--- src/rtl/assert_macros.svh ---
// assertion macros shared by the rtl files
`ifndef ASSERT_MACROS_SVH
`define ASSERT_MACROS_SVH
`ifndef ASSERT_OFF
`define ASSERT_ALWAYS(lbl, clk, rst_n, cond) \
    lbl: assert property (@(posedge clk) disable iff (!rst_n) (cond)) \
        else $error("assertion failed");
`define ASSERT_IMPLY(lbl, clk, rst_n, ante, cons) \
    lbl: assert property (@(posedge clk) disable iff (!rst_n) (ante) |-> (cons)) \
        else $error("assertion failed");
`else
`define ASSERT_ALWAYS(lbl, clk, rst_n, cond)
`define ASSERT_IMPLY(lbl, clk, rst_n, ante, cons)
`endif
`endif

--- src/rtl/itp_pkg.sv ---
package itp_pkg;

    localparam int DEFAULT_STACK_DEPTH = 32;

    localparam logic [7:0] CH_OPEN    = 8'h28;
    localparam logic [7:0] CH_CLOSE   = 8'h29;
    localparam logic [7:0] CH_PLUS    = 8'h2B;
    localparam logic [7:0] CH_MINUS   = 8'h2D;
    localparam logic [7:0] CH_STAR    = 8'h2A;
    localparam logic [7:0] CH_SLASH   = 8'h2F;
    localparam logic [7:0] CH_PERCENT = 8'h25;
    localparam logic [7:0] CH_SPACE   = 8'h20;
    localparam logic [7:0] CH_NEWLINE = 8'h0A;
    localparam logic [7:0] CH_NUL     = 8'h00;

    localparam logic [1:0] ERR_NONE      = 2'd0;
    localparam logic [1:0] ERR_OVERFLOW  = 2'd1;
    localparam logic [1:0] ERR_UNMATCHED = 2'd2;
    localparam logic [1:0] ERR_BADCHAR   = 2'd3;

    localparam logic [1:0] RANK_OPEN = 2'd1;
    localparam logic [1:0] RANK_ADD  = 2'd2;
    localparam logic [1:0] RANK_MUL  = 2'd3;

    typedef enum logic [2:0] {
        CLS_SPACE,
        CLS_ALNUM,
        CLS_OPEN,
        CLS_CLOSE,
        CLS_OP,
        CLS_NEWLINE,
        CLS_BAD
    } t_char_class;

    typedef enum logic [1:0] {
        SEL_NONE,
        SEL_CHAR,
        SEL_TOP
    } t_emit_sel;

    typedef struct packed {
        logic        load_char;
        logic        emit;
        t_emit_sel   emit_sel;
        logic        emit_done;
        logic [1:0]  emit_err;
        logic        pop;
        logic        push;
        logic        release_last;
    } t_ctrl_cmd;

    typedef struct packed {
        t_char_class cls;
        logic        empty;
        logic        full;
        logic        top_open;
        logic        top_outranks;
        logic        slot_free;
        logic        pend_valid;
    } t_dp_status;

    function automatic t_char_class classify(input logic [7:0] c);
        t_char_class cls;
        cls = CLS_BAD;
        if (c == CH_SPACE) begin
            cls = CLS_SPACE;
        end else if ((c >= 8'h30 && c <= 8'h39) || (c >= 8'h41 && c <= 8'h5A) ||
                     (c >= 8'h61 && c <= 8'h7A)) begin
            cls = CLS_ALNUM;
        end else if (c == CH_OPEN) begin
            cls = CLS_OPEN;
        end else if (c == CH_CLOSE) begin
            cls = CLS_CLOSE;
        end else if (c == CH_PLUS || c == CH_MINUS || c == CH_STAR ||
                     c == CH_SLASH || c == CH_PERCENT) begin
            cls = CLS_OP;
        end else if (c == CH_NEWLINE) begin
            cls = CLS_NEWLINE;
        end
        return cls;
    endfunction

    function automatic logic [1:0] rank_of(input logic [7:0] c);
        logic [1:0] r;
        r = RANK_OPEN;
        if (c == CH_PLUS || c == CH_MINUS) begin
            r = RANK_ADD;
        end else if (c == CH_STAR || c == CH_SLASH || c == CH_PERCENT) begin
            r = RANK_MUL;
        end
        return r;
    endfunction

endpackage

--- src/rtl/infix_to_postfix_converter.sv ---
// Shunting-yard infix to postfix converter taking one ASCII character per input
// transfer. Characters are handled one at a time: an accepted character is loaded in
// the idle state, evaluated in the evaluation state, and a closing state then sends
// the held final result, if any; each operator popped from the stack adds another
// evaluation step, as the stack memory read address follows the next stack count
// so the new top is ready in the following cycle. Output back-pressure stalls
// evaluation and closing while the output register holds an untaken result. Results
// of one character end with tlast; a newline flushes the stack and ends with a
// terminator carrying done_res. The operator stack needs no clearing after reset.
module infix_to_postfix_converter #(
    parameter int STACK_DEPTH = itp_pkg::DEFAULT_STACK_DEPTH
) (
    input  logic       i_clk,
    input  logic       i_rst_n,
    input  logic       i_s_axis_tvalid,
    output logic       o_s_axis_tready,
    input  logic [7:0] i_s_axis_tdata,   // in_char
    output logic       o_m_axis_tvalid,
    input  logic       i_m_axis_tready,
    output logic [7:0] o_m_axis_tdata,   // out_char
    output logic       o_m_axis_tlast,
    output logic [2:0] o_m_axis_tuser    // done_res, error[1:0]
);
    import itp_pkg::*;

    t_ctrl_cmd  cmd;
    t_dp_status status;

    itp_controller u_ctrl (
        .i_clk           (i_clk),
        .i_rst_n         (i_rst_n),
        .i_s_axis_tvalid (i_s_axis_tvalid),
        .o_s_axis_tready (o_s_axis_tready),
        .i_status        (status),
        .o_cmd           (cmd)
    );

    itp_datapath #(
        .STACK_DEPTH (STACK_DEPTH)
    ) u_dp (
        .i_clk           (i_clk),
        .i_rst_n         (i_rst_n),
        .i_cmd           (cmd),
        .o_status        (status),
        .i_s_axis_tdata  (i_s_axis_tdata),
        .o_m_axis_tvalid (o_m_axis_tvalid),
        .i_m_axis_tready (i_m_axis_tready),
        .o_m_axis_tdata  (o_m_axis_tdata),
        .o_m_axis_tlast  (o_m_axis_tlast),
        .o_m_axis_tuser  (o_m_axis_tuser)
    );

endmodule

--- src/rtl/itp_datapath.sv ---
`include "assert_macros.svh"

module itp_datapath #(
    parameter int STACK_DEPTH = itp_pkg::DEFAULT_STACK_DEPTH
) (
    input  logic                 i_clk,
    input  logic                 i_rst_n,
    input  itp_pkg::t_ctrl_cmd   i_cmd,
    output itp_pkg::t_dp_status  o_status,
    input  logic [7:0]           i_s_axis_tdata,   // in_char
    output logic                 o_m_axis_tvalid,
    input  logic                 i_m_axis_tready,
    output logic [7:0]           o_m_axis_tdata,   // out_char
    output logic                 o_m_axis_tlast,
    output logic [2:0]           o_m_axis_tuser    // done_res, error[1:0]
);
    import itp_pkg::*;

    localparam int CNT_W  = $clog2(STACK_DEPTH + 1);
    localparam int ADDR_W = (STACK_DEPTH > 1) ? $clog2(STACK_DEPTH) : 1;
    localparam logic [CNT_W-1:0] DEPTH_CNT = CNT_W'(STACK_DEPTH);

    logic [7:0]       r_mem [STACK_DEPTH];
    logic [7:0]       r_char;
    logic [7:0]       r_rd_data;
    logic [CNT_W-1:0] r_count;
    logic [CNT_W-1:0] n_count;
    logic [CNT_W-1:0] rd_cnt;
    logic [ADDR_W-1:0] rd_addr;

    logic [7:0]       r_pend_char;
    logic             r_pend_done;
    logic [1:0]       r_pend_err;
    logic             r_pend_valid;

    logic             r_out_valid;
    logic [7:0]       r_out_char;
    logic             r_out_last;
    logic             r_out_done;
    logic [1:0]       r_out_err;

    logic [7:0]       emit_char;
    logic             load_out;
    logic             slot_free;

    // next count drives the read address so the registered top is ready in the next cycle
    always_comb begin
        n_count = r_count;
        if (i_cmd.push) begin
            n_count = r_count + CNT_W'(1);
        end else if (i_cmd.pop) begin
            n_count = r_count - CNT_W'(1);
        end
        rd_cnt  = (n_count == '0) ? '0 : n_count - CNT_W'(1);
        rd_addr = rd_cnt[ADDR_W-1:0];
    end

    always_ff @(posedge i_clk) begin
        if (i_cmd.push) begin
            r_mem[r_count[ADDR_W-1:0]] <= r_char;
        end
        r_rd_data <= r_mem[rd_addr];
    end

    always_ff @(posedge i_clk) begin
        if (!i_rst_n) begin
            r_count <= '0;
        end else begin
            r_count <= n_count;
        end
    end

    always_ff @(posedge i_clk) begin
        if (i_cmd.load_char) begin
            r_char <= i_s_axis_tdata;
        end
    end

    always_comb begin
        case (i_cmd.emit_sel)
            SEL_CHAR: emit_char = r_char;
            SEL_TOP:  emit_char = r_rd_data;
            default:  emit_char = CH_NUL;
        endcase
    end

    assign slot_free = !r_out_valid || i_m_axis_tready;
    assign load_out  = (i_cmd.emit && r_pend_valid) || i_cmd.release_last;

    // one result is held back until it is known whether it ends the transfer run
    always_ff @(posedge i_clk) begin
        if (!i_rst_n) begin
            r_pend_valid <= 1'b0;
        end else if (i_cmd.emit) begin
            r_pend_valid <= 1'b1;
        end else if (i_cmd.release_last) begin
            r_pend_valid <= 1'b0;
        end
    end

    always_ff @(posedge i_clk) begin
        if (i_cmd.emit) begin
            r_pend_char <= emit_char;
            r_pend_done <= i_cmd.emit_done;
            r_pend_err  <= i_cmd.emit_err;
        end
    end

    always_ff @(posedge i_clk) begin
        if (!i_rst_n) begin
            r_out_valid <= 1'b0;
        end else if (load_out) begin
            r_out_valid <= 1'b1;
        end else if (i_m_axis_tready) begin
            r_out_valid <= 1'b0;
        end
    end

    always_ff @(posedge i_clk) begin
        if (load_out) begin
            r_out_char <= r_pend_char;
            r_out_done <= r_pend_done;
            r_out_err  <= r_pend_err;
            r_out_last <= i_cmd.release_last;
        end
    end

    always_comb begin
        o_status.cls          = classify(r_char);
        o_status.empty        = (r_count == '0);
        o_status.full         = (r_count >= DEPTH_CNT);
        o_status.top_open     = (r_rd_data == CH_OPEN);
        o_status.top_outranks = (rank_of(r_rd_data) >= rank_of(r_char));
        o_status.slot_free    = slot_free;
        o_status.pend_valid   = r_pend_valid;
    end

    assign o_m_axis_tvalid = r_out_valid;
    assign o_m_axis_tdata  = r_out_char;
    assign o_m_axis_tlast  = r_out_last;
    assign o_m_axis_tuser  = {r_out_err, r_out_done};

    `ASSERT_ALWAYS(a_count_bound, i_clk, i_rst_n, r_count <= DEPTH_CNT)
    `ASSERT_IMPLY(a_push_room, i_clk, i_rst_n, i_cmd.push, r_count < DEPTH_CNT)
    `ASSERT_IMPLY(a_pop_nonempty, i_clk, i_rst_n, i_cmd.pop, r_count != '0)
    `ASSERT_IMPLY(a_out_no_overwrite, i_clk, i_rst_n, load_out, slot_free)

endmodule

--- src/rtl/itp_controller.sv ---
`include "assert_macros.svh"

module itp_controller (
    input  logic                 i_clk,
    input  logic                 i_rst_n,
    input  logic                 i_s_axis_tvalid,
    output logic                 o_s_axis_tready,
    input  itp_pkg::t_dp_status  i_status,
    output itp_pkg::t_ctrl_cmd   o_cmd
);
    import itp_pkg::*;

    typedef enum logic [2:0] {
        S_IDLE  = 3'b001,
        S_EVAL  = 3'b010,
        S_FLUSH = 3'b100
    } t_state;

    t_state r_state;
    t_state n_state;

    always_ff @(posedge i_clk) begin
        if (!i_rst_n) begin
            r_state <= S_IDLE;
        end else begin
            r_state <= n_state;
        end
    end

    assign o_s_axis_tready = (r_state == S_IDLE);

    always_comb begin
        n_state             = r_state;
        o_cmd.load_char     = 1'b0;
        o_cmd.emit          = 1'b0;
        o_cmd.emit_sel      = SEL_NONE;
        o_cmd.emit_done     = 1'b0;
        o_cmd.emit_err      = ERR_NONE;
        o_cmd.pop           = 1'b0;
        o_cmd.push          = 1'b0;
        o_cmd.release_last  = 1'b0;
        case (r_state)
            S_IDLE: begin
                if (i_s_axis_tvalid) begin
                    o_cmd.load_char = 1'b1;
                    n_state         = S_EVAL;
                end
            end
            S_EVAL: begin
                if (i_status.slot_free) begin
                    case (i_status.cls)
                        CLS_SPACE: begin
                            n_state = S_FLUSH;
                        end
                        CLS_ALNUM: begin
                            o_cmd.emit     = 1'b1;
                            o_cmd.emit_sel = SEL_CHAR;
                            n_state        = S_FLUSH;
                        end
                        CLS_OPEN: begin
                            if (i_status.full) begin
                                o_cmd.emit     = 1'b1;
                                o_cmd.emit_err = ERR_OVERFLOW;
                            end else begin
                                o_cmd.push = 1'b1;
                            end
                            n_state = S_FLUSH;
                        end
                        CLS_CLOSE: begin
                            if (i_status.empty) begin
                                o_cmd.emit     = 1'b1;
                                o_cmd.emit_err = ERR_UNMATCHED;
                                n_state        = S_FLUSH;
                            end else if (i_status.top_open) begin
                                o_cmd.pop = 1'b1;
                                n_state   = S_FLUSH;
                            end else begin
                                o_cmd.pop      = 1'b1;
                                o_cmd.emit     = 1'b1;
                                o_cmd.emit_sel = SEL_TOP;
                            end
                        end
                        CLS_OP: begin
                            if (!i_status.empty && i_status.top_outranks) begin
                                o_cmd.pop      = 1'b1;
                                o_cmd.emit     = 1'b1;
                                o_cmd.emit_sel = SEL_TOP;
                            end else if (i_status.full) begin
                                o_cmd.emit     = 1'b1;
                                o_cmd.emit_err = ERR_OVERFLOW;
                                n_state        = S_FLUSH;
                            end else begin
                                o_cmd.push = 1'b1;
                                n_state    = S_FLUSH;
                            end
                        end
                        CLS_NEWLINE: begin
                            if (!i_status.empty) begin
                                o_cmd.pop      = 1'b1;
                                o_cmd.emit     = 1'b1;
                                o_cmd.emit_sel = SEL_TOP;
                            end else begin
                                o_cmd.emit      = 1'b1;
                                o_cmd.emit_done = 1'b1;
                                n_state         = S_FLUSH;
                            end
                        end
                        default: begin
                            o_cmd.emit     = 1'b1;
                            o_cmd.emit_err = ERR_BADCHAR;
                            n_state        = S_FLUSH;
                        end
                    endcase
                end
            end
            S_FLUSH: begin
                if (!i_status.pend_valid) begin
                    n_state = S_IDLE;
                end else if (i_status.slot_free) begin
                    o_cmd.release_last = 1'b1;
                    n_state            = S_IDLE;
                end
            end
            default: begin
                n_state = S_IDLE;
            end
        endcase
    end

    `ASSERT_IMPLY(a_idle_no_pending, i_clk, i_rst_n, r_state == S_IDLE, !i_status.pend_valid)
    `ASSERT_IMPLY(a_emit_only_in_eval, i_clk, i_rst_n, o_cmd.emit || o_cmd.pop || o_cmd.push,
                  r_state == S_EVAL)

endmodule

--- config.mk ---
export PLATFORM = sky130hd
export DESIGN_NAME = infix_to_postfix_converter
export DESIGN_NICKNAME = d
export VERILOG_FILES = /design/src/rtl/itp_pkg.sv /design/src/rtl/infix_to_postfix_converter.sv /design/src/rtl/itp_datapath.sv /design/src/rtl/itp_controller.sv
export VERILOG_INCLUDE_DIRS = /design/src /design/src/rtl
export SDC_FILE = /design/constraint.sdc
export NUM_CORES = 1
export LEC_CHECK = 0
export ABC_AREA = 1
export BUFFER_PORTS_ARGS = -buffer_cell sky130_fd_sc_hd__clkbuf_2
export CAP_MARGIN = 25
export CORE_MARGIN = 5
export CORE_UTILIZATION = 50
export DETAILED_ROUTE_END_ITERATION = 10
export HOLD_SLACK_MARGIN = 0.06
export MAX_ROUTING_LAYER = met4
export PLACE_DENSITY_LB_ADDON = 0.1
export SKIP_CTS_REPAIR_TIMING = 1
export SLEW_MARGIN = 20
export SYNTH_ARGS = -nofsm -noshare
export SYNTH_HDL_FRONTEND = slang
export SYNTH_SLANG_ARGS = --single-unit
--- constraint.sdc ---
create_clock -name i_clk -period 6.94 [get_ports i_clk]
set_input_delay 1.388 -clock i_clk [delete_from_list [all_inputs] [get_ports i_clk]]
set_output_delay 1.388 -clock i_clk [all_outputs]
set_load 0.02 [all_outputs]
==> metrics.md, run 1 <==
| Metric | Value |
|---|---|
| Outcome | complete, no violations |
| Fill cells | 2453 |
| CP endpoint kind | flop |
| Initial DRT Pass Iterations | 5 |
| Clock Tree Buf Depth | 3 |
| Largest net degree at the start of global routing | 92 |
| Buf/Inv on CP | 5 |
| Chip width | 178.1 microns |
| Yosys warnings | 0 |
| Starting density of the core | 50.73% |
| Peak VDD IR | 0.1826 mV |
| Max incr delay on CP | 0.92 ns |
| Final wirelength | 35240 microns |
| Register clock-pin slew on the reported worst setup and hold paths | 0.06 ns |
| DR iter-0 viols | 1083 |
| XOR/XNOR share of the synthesized area | 0.5578% |
| DRC | 0 |
| Final ANT Viol Nets | 0 |
| Flop-to-flop setup slack | 1.19 ns |
| Antenna violations before repair | 0 |
| Final HPWL DP | 22200 microns |
| First-pass GRT wire length | 54470 microns |
| Clock network power share | 43.6% |
| Slew of the pin with the lowest slew margin | 1.028 ns |
| Switch share | 20.94% |
| Reg2reg end | u_dp.r_rd_data[5]$_DFF_P_ |
| PortBufs | 25 |
| Compound-cell area share of the yosys netlist | 2.391% |
| Multiplexer share of the synthesized area | 0% |
| Fin crit share | 82.81% |
| Worst EP required | 7.34 ns |
| Synthesized cell area | 14130 sq um |
| Setup WS pre-CTS | 1.283 ns |
| CP max stage cell | edfxtp_1 |
| CTS buffer count | 34 |
| Gr usage total | 23.32% |
| P_int | 3.026 mW |
| Total die area | 31730 sq um |
| Yosys reg bits | 306 |
| Number of cells on the worst reg-to-reg path | 25 |
| Worst-skew pair later-pin latency | 0.52 ns |
| Reg2reg start | u_dp.r_char[1]$_DFFE_PP_ |
| CTS tree | yes |
| Post-synth top flop | edfxtp_1 |
| Delay-heaviest family, CP | simple AND/OR/NAND/NOR gates |
| Setup TNS Final | 0 ns |
| NetSw | 0.8016 mW |
| WHS Endpoint | u_dp.o_m_axis_tdata[1]$_DFFE_PP_ |
| Layout cell share with drive strength beyond 1 | 8.926% |
| Comb pwr share | 2.7% |
| Syn Nets | 1366 |
| Clk_skew | 0.02478 ns |
| Register area share after synthesis | 63.68% |
| Pwr Density | 248.3 nW/um^2 |
| I/O pin count | 26 |
| Min-delay src | u_dp.r_pend_char[1]$_DFFE_PP_ |
| Vias in the first global route | 9282 |
| Routed vias | 9557 |
| Syn Area/Cell | 10.51 sq um |
| Setup CP Type | reg2reg |
| Leading area contributor after synthesis | edfxtp_1 |
| Leakage | 6.003 nW |
| CP max FO | 91 |
| Startpoint Class | flop |
| Dominant cell by count in the synthesized netlist | edfxtp_1 |
| Total power | 3.828 mW |
| Final worst setup slack | 1.193 ns |
| Mean routed wirelength per cell | 20.07 microns |
| Mapped Cells | 1344 |
| Most used cell, CP | nand2_1 |
| Area growth syn-to-layout | 9.085% |
| Slew HR | 31.46% |
| Synth top area cells | edfxtp_1 (61%), nand3_1 (8.6%), nand2_1 (6.3%) |
| Gp weighted congestion | 0.9505 |
| Minimum clock period after layout | 5.747 ns |
| Hold depth | 0 |
| Clock sinks | 306 |
| Core area | 27860 sq um |
| Antenna cells | 0 |
| Row count | 61 |
| H-tree depth | 2 |
| Register share of total power | 53.7% |
| Final hold viol count | 0 |
| Synth Area in Simple Gates | 24.15% |
| Worst EP arrival | 6.15 ns |
| Placed Cells | 1697 |
| Grt ovf | 0 |
| Largest family of logic cells by synthesized area | simple AND/OR/NAND/NOR gates |
| Async SR Flop Fraction | 0% |
| Number of synthesized flops with an enable pin | 287 |
| Setup crit start | u_dp.r_char[1]$_DFFE_PP_ |
| Via density | 5.442 |
| Area share of the largest cell type after synthesis | 60.99% |
| Final Setup Violations | 0 |
| Nets | 1377 |
| Area share of fa/ha/maj cells after synthesis | 0.8854% |
| Synth cell types | 42 |
| Synth cell count leaders | edfxtp_1 (287), nand3_1 (244), nand2_1 (237) |
| Count of pins over their slew limit | 0 |
| Fin cells | 1756 |
| Root Buffer | clkbuf_16 |
| FMAX | 174.0 MHz |
| Die height | 178.1 microns |
| HP Class | reg2reg |
| Max-cap violations | 0 |
| RSZ-0062 raised after global routing | no |
## cells by family (layout without fill, tap and decap cells)
group | after synthesis | count (layout)
buffers and inverters | 251 | 285
adders and majority gates | 10 | 10
DFF | 306 | 306
and+or+nand+nor | 718 | 718
AOI/OAI and AO/OA | 50 | 50
xor gates and xnor gates | 9 | 9
## power groups by stage
stage / registers, mW / clock network, mW / logic, mW
2_1_floorplan: 2.10 / 0 / 0.0403
3_3_place_gp: 2.09 / 0 / 0.102
3_5_place_dp: 2.09 / 0 / 0.104
4_1_cts: 2.06 / 1.70 / 0.104
5_1_grt: 2.06 / 1.79 / 0.114
6_report: 2.06 / 1.67 / 0.103
## per-stage QoR
| step | instance area, sq um | hold WS (ns) | util [%] |
|---|---|---|---|
| after floorplan | 14130 | 0.4003 | - |
| after global placement | 14380 | 0.4037 | 51.63 |
| after detailed placement | 14390 | 0.4045 | 51.66 |
| after CTS | 15410 | 0.4179 | 55.33 |
| after global routing | 15410 | 0.4313 | 55.33 |
| final | 15410 | 0.4165 | 55.33 |
## how the worst max path moves through the flow
stage | endpoint | slack, ns | cells after the start
final | u_dp.r_rd_data[5]$_DFF_P_ | 1.19 | 25
after global routing | u_dp.r_rd_data[2]$_DFF_P_ | 0.78 | 25
after CTS | u_dp.r_rd_data[4]$_DFF_P_ | 1.28 | 28
after detailed placement | u_dp.r_rd_data[4]$_DFF_P_ | 1.28 | 28
after global placement | u_dp.r_rd_data[5]$_DFF_P_ | 1.32 | 25
after floorplan | u_dp.r_rd_data[0]$_DFF_P_ | 2.69 | 31
## worst reg2reg max path: cells and delay by family (launching register included)
kind	cells	cell delay, ns
adder cells (fa/ha/maj)	1	0.30
AND/OR/NAND/NOR	17	2.06
AO/OA/AOI/OAI	2	0.41
flip-flops	1	0.92
buffers and inverters	5	1.95
## final cells by class
type                       instances  area [sq um]  share of cell area [%]
sequential                       306          8999                   58.38
timing repair buffer              45         275.3                   1.786
tap                              378         473.0                   3.068
multi-input combinational        787          3961                   25.70
inverter                         181         681.9                   4.424
clock buffer                      44         909.6                   5.901
clock inverter                    15         115.1                  0.7467
## flip-flops by register name, indices dropped and copies added, names as in the netlist, 2 cells and up
| name | count |
|---|---|
| u_dp.r_pend_err | 2 |
| u_dp.r_pend_char | 8 |
| u_dp.r_count | 6 |
| u_dp.o_m_axis_tdata | 8 |
| u_dp.r_char | 8 |
| u_dp.r_out_err | 2 |
| u_dp.r_mem | 256 |
| u_ctrl.r_state | 3 |
| u_dp.r_rd_data | 8 |
## cell usage in the layout (no fill, tap or decap), drive strengths merged
| cell type | netlist | routed |
|---|---|---|
| o21ai | 10 | 10 |
| a221oi | 2 | 2 |
| edfxtp | 287 | 287 |
| nand3b | 64 | 64 |
| nor4 | 3 | 3 |
| nand3 | 249 | 249 |
| nor4b | 1 | 1 |
| a21oi | 15 | 15 |
| nand2 | 247 | 247 |
| a211oi | 1 | 1 |
| clkinv | 3 | 16 |
| xnor2 | 1 | 1 |
| a2111oi | 1 | 1 |
| clkinvlp | 0 | 1 |
| inv | 178 | 178 |
| ha | 10 | 10 |
| xor2 | 8 | 8 |
| buf | 60 | 20 |
| o211ai | 1 | 1 |
| o311ai | 1 | 1 |
| a31oi | 2 | 2 |
| o2111ai | 16 | 16 |
| bufinv | 0 | 1 |
| or2 | 17 | 17 |
| nor3 | 6 | 6 |
| nand4 | 2 | 2 |
| o22ai | 1 | 1 |
| clkbuf | 10 | 69 |
| nor2 | 129 | 129 |
| dfxtp | 19 | 19 |
## routing by layer
layer	vias up	global-route usage [%]	wire length, microns
li1	4580	-	-
met1	4602	31.94	15690
met2	307	35.76	16300
met3	68	4.324	2169
met4	0	7.251	1076
met5	-	-	0
No activity file was read; power rests on OpenSTA's default activity.
==> inputs of run 2 (changes only) <==
--- a/config.mk
+++ b/config.mk
@@ -6,7 +6,7 @@
 export SDC_FILE = /design/constraint.sdc
 export NUM_CORES = 1
 export LEC_CHECK = 0
-export ABC_AREA = 1
+export ABC_AREA = 0
 export BUFFER_PORTS_ARGS = -buffer_cell sky130_fd_sc_hd__clkbuf_2
 export CAP_MARGIN = 25
 export CORE_MARGIN = 5
==> constraint.sdc (replaced) <==
create_clock -name i_clk -period 5.15 [get_ports i_clk]
set_input_delay 1.03 -clock i_clk [delete_from_list [all_inputs] [get_ports i_clk]]
set_output_delay 1.03 -clock i_clk [all_outputs]
set_load 0.02 [all_outputs]
==> run 2 against run 1 <==
Against the previous run:
- utilization increased by 1.6 points
- sequential share of layout area is 2.4 points higher
- combinational power increased to 7.6 times the previous value
- highest routed layer unchanged
- critical endpoint is now u_dp.r_rd_data[7]$_DFF_P_
- synthesized cell count decreased by 32%
==> metrics.md, run 2 <==
| Metric | Value |
|---|---|
| FMAX | 203.4 MHz (+17%) |
| Startpoint Class | flop |
| Syn Nets | 934 (-32%) |
| Synth cell types | 71 (+69%) |
| Final hold viol count | 0 (unchanged) |
| Pwr Density | 398.5 nW/um^2 (+60%) |
| Worst-skew pair later-pin latency | 0.57 ns (+0.05 ns) |
| Register clock-pin slew on the reported worst setup and hold paths | 0.07 ns (about the same) |
| Crit path cell chain | or3b_4 > nor4_4 > inv_1 > ha_1 > a21o_1 > a22oi_2 > nor2_2 > o21a_1 > nor2_4 > inv_2 > buf_8 > ha_1 > xnor3_2 > buf_6 > nor2_1 > buf_4 > o21ai_0 > o221ai_1 > a31oi_1 > a22oi_1 |
| Max-cap violations | 0 (unchanged) |
| CTS buffer count | 31 (-8.8%) |
| Max incr delay on CP | 0.45 ns (-0.47 ns) |
| Mean routed wirelength per cell | 24.85 microns (+24%) |
| Clock Tree Buf Depth | 3 (unchanged) |
| Final Setup Violations | 0 (unchanged) |
| Chip width | 172.4 microns (-3.2%) |
| Commonest non-fill, non-tap cell in the layout | edfxtp_1 |
| Slew of the pin with the lowest slew margin | 0.7738 ns (-0.2543 ns) |
| Gp weighted congestion | 0.9269 (-2.5%) |
| Worst hold margin | 0.4164 ns (-0.0001220 ns) |
| Register area share after synthesis | 68.27% (+4.6 points) |
| Fill cells | 2070 (-16%) |
| Total die area | 29710 sq um (-6.4%) |
| Area share of the largest cell type after synthesis | 65.38% (+4.4 points) |
| H-tree depth | 1 (-1) |
| PortBufs | 25 (unchanged) |
| HP Class | reg2reg |
| Setup CP Type | reg2reg |
| Clk_skew | 0.01950 ns (-0.005288 ns) |
| Leakage | 4.550 nW (-24%) |
| CTS tree | yes |
| Largest net degree at the start of global routing | 98 (+6.5%) |
| Row count | 59 (-3.3%) |
| Fin crit share | 95.45% (+13 points) |
| Synth cell count leaders | edfxtp_1 (287), mux2i_1 (81), nor2_1 (61) |
| First-pass GRT wire length | 49020 microns (-10%) |
| Yosys warnings | 0 (unchanged) |
| Area growth syn-to-layout | 12.31% |
| Core area | 25980 sq um (-6.7%) |
| Post-synth top flop | edfxtp_1 |
| DR iter-0 viols | 826 (-24%) |
| Antenna violations before repair | 0 (unchanged) |
| Mapped Cells | 912 (-32%) |
| Worst EP required | 5.58 ns (-1.76 ns) |
| Final wirelength | 32410 microns (-8.0%) |
| Slew HR | 48.22% (+17 points) |
| Yosys reg bits | 306 (unchanged) |
| Most used cell, CP | ha_1 |
| Minimum clock period after layout | 4.916 ns (-0.8313 ns) |
| Peak VDD IR | 0.3108 mV (+70%) |
| Starting density of the core | 50.73% (about the same) |
| Root Buffer | clkbuf_16 |
| Grt ovf | 0 (unchanged) |
| Final ANT Viol Nets | 0 (unchanged) |
| CP endpoint kind | flop |
| Total power | 5.900 mW (+54%) |
| Nets | 967 (-30%) |
| I/O pin count | 26 (unchanged) |
| CP max FO | 38 (-58%) |
| DRC | 0 (unchanged) |
| Routed vias | 8145 (-15%) |
| Dominant cell by count in the synthesized netlist | edfxtp_1 |
| Final core utilization | 56.97% (+1.6 points) |
| Via density | 6.246 (+15%) |
| Leading area contributor after synthesis | edfxtp_1 |
| Final HPWL DP | 20640 microns (-7.0%) |
| Vias in the first global route | 7977 (-14%) |
| Die height | 172.4 microns (-3.2%) |
| Synthesized cell area | 13180 sq um (-6.7%) |
| Async SR Flop Fraction | 0% (unchanged) |
| Initial DRT Pass Iterations | 5 (unchanged) |
| Synth top area cells | edfxtp_1 (65%), mux2i_1 (6.2%), dfxtp_1 (2.9%) |
| Layout cell share with drive strength beyond 1 | 15.07% (+6.1 points) |
| Outcome | complete, no violations |
| Count of pins over their slew limit | 0 (unchanged) |
| Gr usage total | 22.39% (-0.94 points) |
| Area of the multi-input gates | 3847 sq um (-2.9%) |
| Most frequent cells in the layout | edfxtp_1 (287), mux2i_1 (81), nor2_1 (60) |
| Largest register FFs | 256 (unchanged) |
| Syn Area/Cell | 14.45 sq um (+37%) |
| Number of synthesized flops with an enable pin | 287 (unchanged) |
| Worst EP arrival | 5.34 ns (-0.81 ns) |
| Antenna cells | 0 (unchanged) |
| Clock sinks | 306 (unchanged) |
| Storage cell area | 8999 sq um (unchanged) |
| CP max stage cell | or3b_4 |
## run 2: changes by cell type in the layout (fill, tap and decap cells not counted), moves of 16 or more
cell / previous run / this run
a21boi_0: 0 / 24
inv_1: 171 / 12
mux2i_1: 0 / 81
nand2_1: 237 / 52
nand3_1: 244 / 41
nand3b_1: 64 / 2
nor2_1: 125 / 60
o2111ai_1: 16 / 0
o21ai_0: 5 / 34
o221ai_1: 0 / 33
## run 2: critical path, delay by kind of cell, from the launching register on
family,cells,cell delay [ns]
DFF,1,0.41
buffers and inverters,5,0.75
and+or+nand+nor,5,1.09
adders and majority gates,2,0.60
AOI/OAI and AO/OA,7,1.54
xor gates and xnor gates,1,0.37
## run 2: final timing paths
path / from / end / slack, ns / cells past startpoint
setup / recovery: u_dp.r_char[6]$_DFFE_PP_ / u_dp.r_rd_data[7]$_DFF_P_ / 0.23 / 20
hold / removal: u_dp.r_pend_char[4]$_DFFE_PP_ / u_dp.o_m_axis_tdata[4]$_DFFE_PP_ / 0.42 / 0
setup reg to reg: u_dp.r_char[6]$_DFFE_PP_ / u_dp.r_rd_data[7]$_DFF_P_ / 0.23 / 20
hold reg to reg: u_dp.r_pend_char[4]$_DFFE_PP_ / u_dp.o_m_axis_tdata[4]$_DFFE_PP_ / 0.42 / 0
## run 2: final cells by class
cell class                 instances  share of cell area [%]
timing repair buffer              61                   2.983
clock buffer                      40                   5.739
multi-input combinational        532                   25.99
sequential                       306                   60.78
inverter                          13                  0.3296
tap                              335                   2.831
clock inverter                    17                   1.344
## run 2: stage by stage
stage | setup WS, ns | area (sq um) | TNS [ns] | std cells
5_1_grt | -0.001521 | 14800 | -0.001521 | 1304
3_5_place_dp | -0.06258 | 13710 | -0.07028 | 1245
2_1_floorplan | 0.01675 | 13190 | 0 | 912
3_3_place_gp | 0.09008 | 13710 | 0 | 1245
6_report | 0.2343 | 14800 | 0 | 1304
4_1_cts | -0.08333 | 14760 | -0.09864 | 1302
## run 2: cells by family after synthesis
kind of cell,synth area share (%)
mux,6.512
fa+ha+maj,0.9492
flops,68.27
compound gates,12.58
buf+inv,2.848
xor+xnor,0.6835
simple gates,8.163
## run 2: per-layer routing
metal | part of all wire, % | vias up | track usage [%]
li1 | - | 3673 | -
met1 | 43 | 4087 | 30.26
met2 | 49 | 310 | 36.04
met3 | 5.9 | 75 | 3.132
met4 | 2.9 | 0 | 5.981
met5 | 0 | - | -
## run 2: power breakdown
| group | total, mW | switching (mW) | internal (mW) |
|---|---|---|---|
| Clock | 2.29 | 0.932 | 1.36 |
| Combinational | 0.778 | 0.515 | 0.263 |
| Sequential | 2.83 | 0.0581 | 2.77 |
==> inputs of run 3 (changes only) <==
--- a/config.mk
+++ b/config.mk
@@ -6,11 +6,12 @@
 export SDC_FILE = /design/constraint.sdc
 export NUM_CORES = 1
 export LEC_CHECK = 0
-export ABC_AREA = 0
 export BUFFER_PORTS_ARGS = -buffer_cell sky130_fd_sc_hd__clkbuf_2
 export CAP_MARGIN = 25
+export CELL_PAD_IN_SITES_DETAIL_PLACEMENT = 1
+export CELL_PAD_IN_SITES_GLOBAL_PLACEMENT = 2
 export CORE_MARGIN = 5
-export CORE_UTILIZATION = 50
+export CORE_UTILIZATION = 41
 export DETAILED_ROUTE_END_ITERATION = 10
 export HOLD_SLACK_MARGIN = 0.06
 export MAX_ROUTING_LAYER = met4
==> run 3 against run 2 <==
Against the previous run:
- critical path type unchanged
- sequential cell count stayed put
- setup slack gained 0.051 ns
- register-to-register slack better by 0.05 ns
- die area up 21%
- sequential share of layout area shrank 0.54 points
- first-iteration DRC count fell by 36%
- utilization decreased by 9.8 points
- wire length grew 12%
- design area is 0.90% higher
- fmax is 1.0% higher
==> metrics.md, run 3 (synthesis results as in run 2) <==
| Metric | Value |
|---|---|
| CTS tree | yes |
| H-tree depth | 2 (+1) |
| Die height | 189.3 microns (+9.8%) |
| First-pass GRT wire length | 54590 microns (+11%) |
| Largest net degree at the start of global routing | 98 (unchanged) |
| Total die area | 35840 sq um (+21%) |
| Commonest non-fill, non-tap cell in the layout | edfxtp_1 |
| Leakage | 4.575 nW (+0.55%) |
| Register clock-pin slew on the reported worst setup and hold paths | 0.06 ns (about the same) |
| Antenna cells | 0 (unchanged) |
| CTS buffer count | 34 (+9.7%) |
| Pwr Density | 402.0 nW/um^2 (+0.87%) |
| Vias in the first global route | 8630 (+8.2%) |
| DR iter-0 viols | 529 (-36%) |
| Gr usage total | 20.60% (-1.8 points) |
| Core area | 31640 sq um (+22%) |
| Final HPWL DP | 23450 microns (+14%) |
| Fin cells | 1374 (+5.4%) |
| DRC | 0 (unchanged) |
| Setup TNS Final | 0 ns (unchanged) |
| Final hold viol count | 0 (unchanged) |
| Via density | 5.853 (-6.3%) |
| Outcome | complete, no violations |
| Area growth syn-to-layout | 13.32% |
| Gp weighted congestion | 0.8449 (-8.8%) |
| Root Buffer | clkbuf_16 |
| Clock Tree Buf Depth | 3 (unchanged) |
| Min-delay src | u_dp.r_pend_char[6]$_DFFE_PP_ |
| Row count | 65 (+10%) |
| Grt ovf | 0 (unchanged) |
| Minimum clock period after layout | 4.865 ns (-0.05091 ns) |
| PortBufs | 25 (unchanged) |
| Cell area after layout | 14940 sq um (+0.90%) |
| CP max FO | 24 (-37%) |
| Startpoint Class | flop |
| Layout cell share with drive strength beyond 1 | 15.02% (-0.047 points) |
| Fin crit share | 94.46% (-0.99 points) |
| Worst EP arrival | 5.24 ns (-0.10 ns) |
| Slew HR | 40.03% (-8.2 points) |
| Worst-skew pair later-pin latency | 0.52 ns (-0.05 ns) |
| Total power | 6.004 mW (+1.8%) |
| I/O pin count | 26 (unchanged) |
| Final ANT Viol Nets | 0 (unchanged) |
| Final wirelength | 36150 microns (+12%) |
| Slew of the pin with the lowest slew margin | 0.8962 ns (+0.1224 ns) |
| Largest register FFs | 256 (unchanged) |
| Placed Cells | 1312 (+5.4%) |
| Antenna violations before repair | 0 (unchanged) |
| Worst EP required | 5.53 ns (-0.05 ns) |
| FMAX | 205.6 MHz (+1.0%) |
| Initial DRT Pass Iterations | 5 (unchanged) |
| Clk_skew | 0.02274 ns (+0.003241 ns) |
| Clock sinks | 306 (unchanged) |
| Setup CP Type | reg2reg |
| RSZ-0062 raised after global routing | no |
| Routed vias | 8042 (-1.3%) |
| HP Class | reg2reg |
| Placed Area | 13790 sq um (+0.52%) |
| Final Setup Violations | 0 (unchanged) |
| Reg2reg start | u_dp.r_char[6]$_DFFE_PP_ |
| Count of pins over their slew limit | 0 (unchanged) |
| Setup crit start | u_dp.r_char[6]$_DFFE_PP_ |
| Chip width | 189.3 microns (+9.8%) |
| Starting density of the core | 41.67% (-9.1 points) |
| Peak VDD IR | 0.3285 mV (+5.7%) |
| CP endpoint kind | flop |
| Worst hold margin | 0.4198 ns (+0.003442 ns) |
| Max-cap violations | 0 (unchanged) |
| Nets | 971 (+0.41%) |
| Mean routed wirelength per cell | 26.31 microns (+5.9%) |
| Most frequent cells in the layout | edfxtp_1 (287), mux2i_1 (81), nor2_1 (61) |
==> run 3: per-layer routing <==
layer | global-route usage, % | wire length, microns | up-vias
met5 | - | 0 | -
met4 | 5.843 | 879 | 0
met3 | 3.503 | 1683 | 55
met2 | 33.97 | 17720 | 192
met1 | 26.56 | 15870 | 4103
li1 | - | - | 3692
==> run 3: where the power goes <==
group          switching, mW  total [mW]  internal (mW)
registers             0.0665        2.84           2.77
clock network          0.966        2.35           1.38
logic                  0.546       0.818          0.272
==> run 3: per-stage QoR <==
step | worst slack (ns) | utilization, %
after CTS | 0.06028 | 46.95
final | 0.2852 | 47.21
after global routing | 0.03191 | 47.21
after floorplan | 0.01675 | -
after global placement | 0.01846 | 43.58
after detailed placement | 0.07855 | 43.58
==> run 3: worst paths after layout <==
path,end,depth (start not counted),slack (ns)
worst max-delay path,u_dp.r_rd_data[7]$_DFF_P_,20,0.29
worst min-delay path,u_dp.o_m_axis_tdata[6]$_DFFE_PP_,0,0.42
worst max register to register,u_dp.r_rd_data[7]$_DFF_P_,20,0.29
worst min register to register,u_dp.o_m_axis_tdata[6]$_DFFE_PP_,0,0.42
==> run 3: layout make-up <==
type,count,area [sq um]
repair buffers,62,452.9
flip-flops and latches,306,8999
well taps,402,503.0
fillers,3064,16700
clock inverters,17,176.4
inverters,13,48.80
clock buffers,42,890.9
multi-input cells,532,3866
==> run 3: worst max-delay path, cell delays in order (launching register included) <==
cell and delay, ns:
edfxtp_1 0.41, or3b_4 0.46, nor4_4 0.28, inv_1 0.08, ha_1 0.29, a21oi_1 0.20, o21ai_1 0.13, a2111oi_2 0.40
buf_4 0.19, nor2b_1 0.05, o21ai_0 0.09, o31ai_2 0.15, ha_4 0.18, nand4_1 0.08, a21o_1 0.24, or3_4 0.21
buf_6 0.24, nand2_4 0.20, a221o_1 0.42, o211ai_1 0.25, a22oi_1 0.16
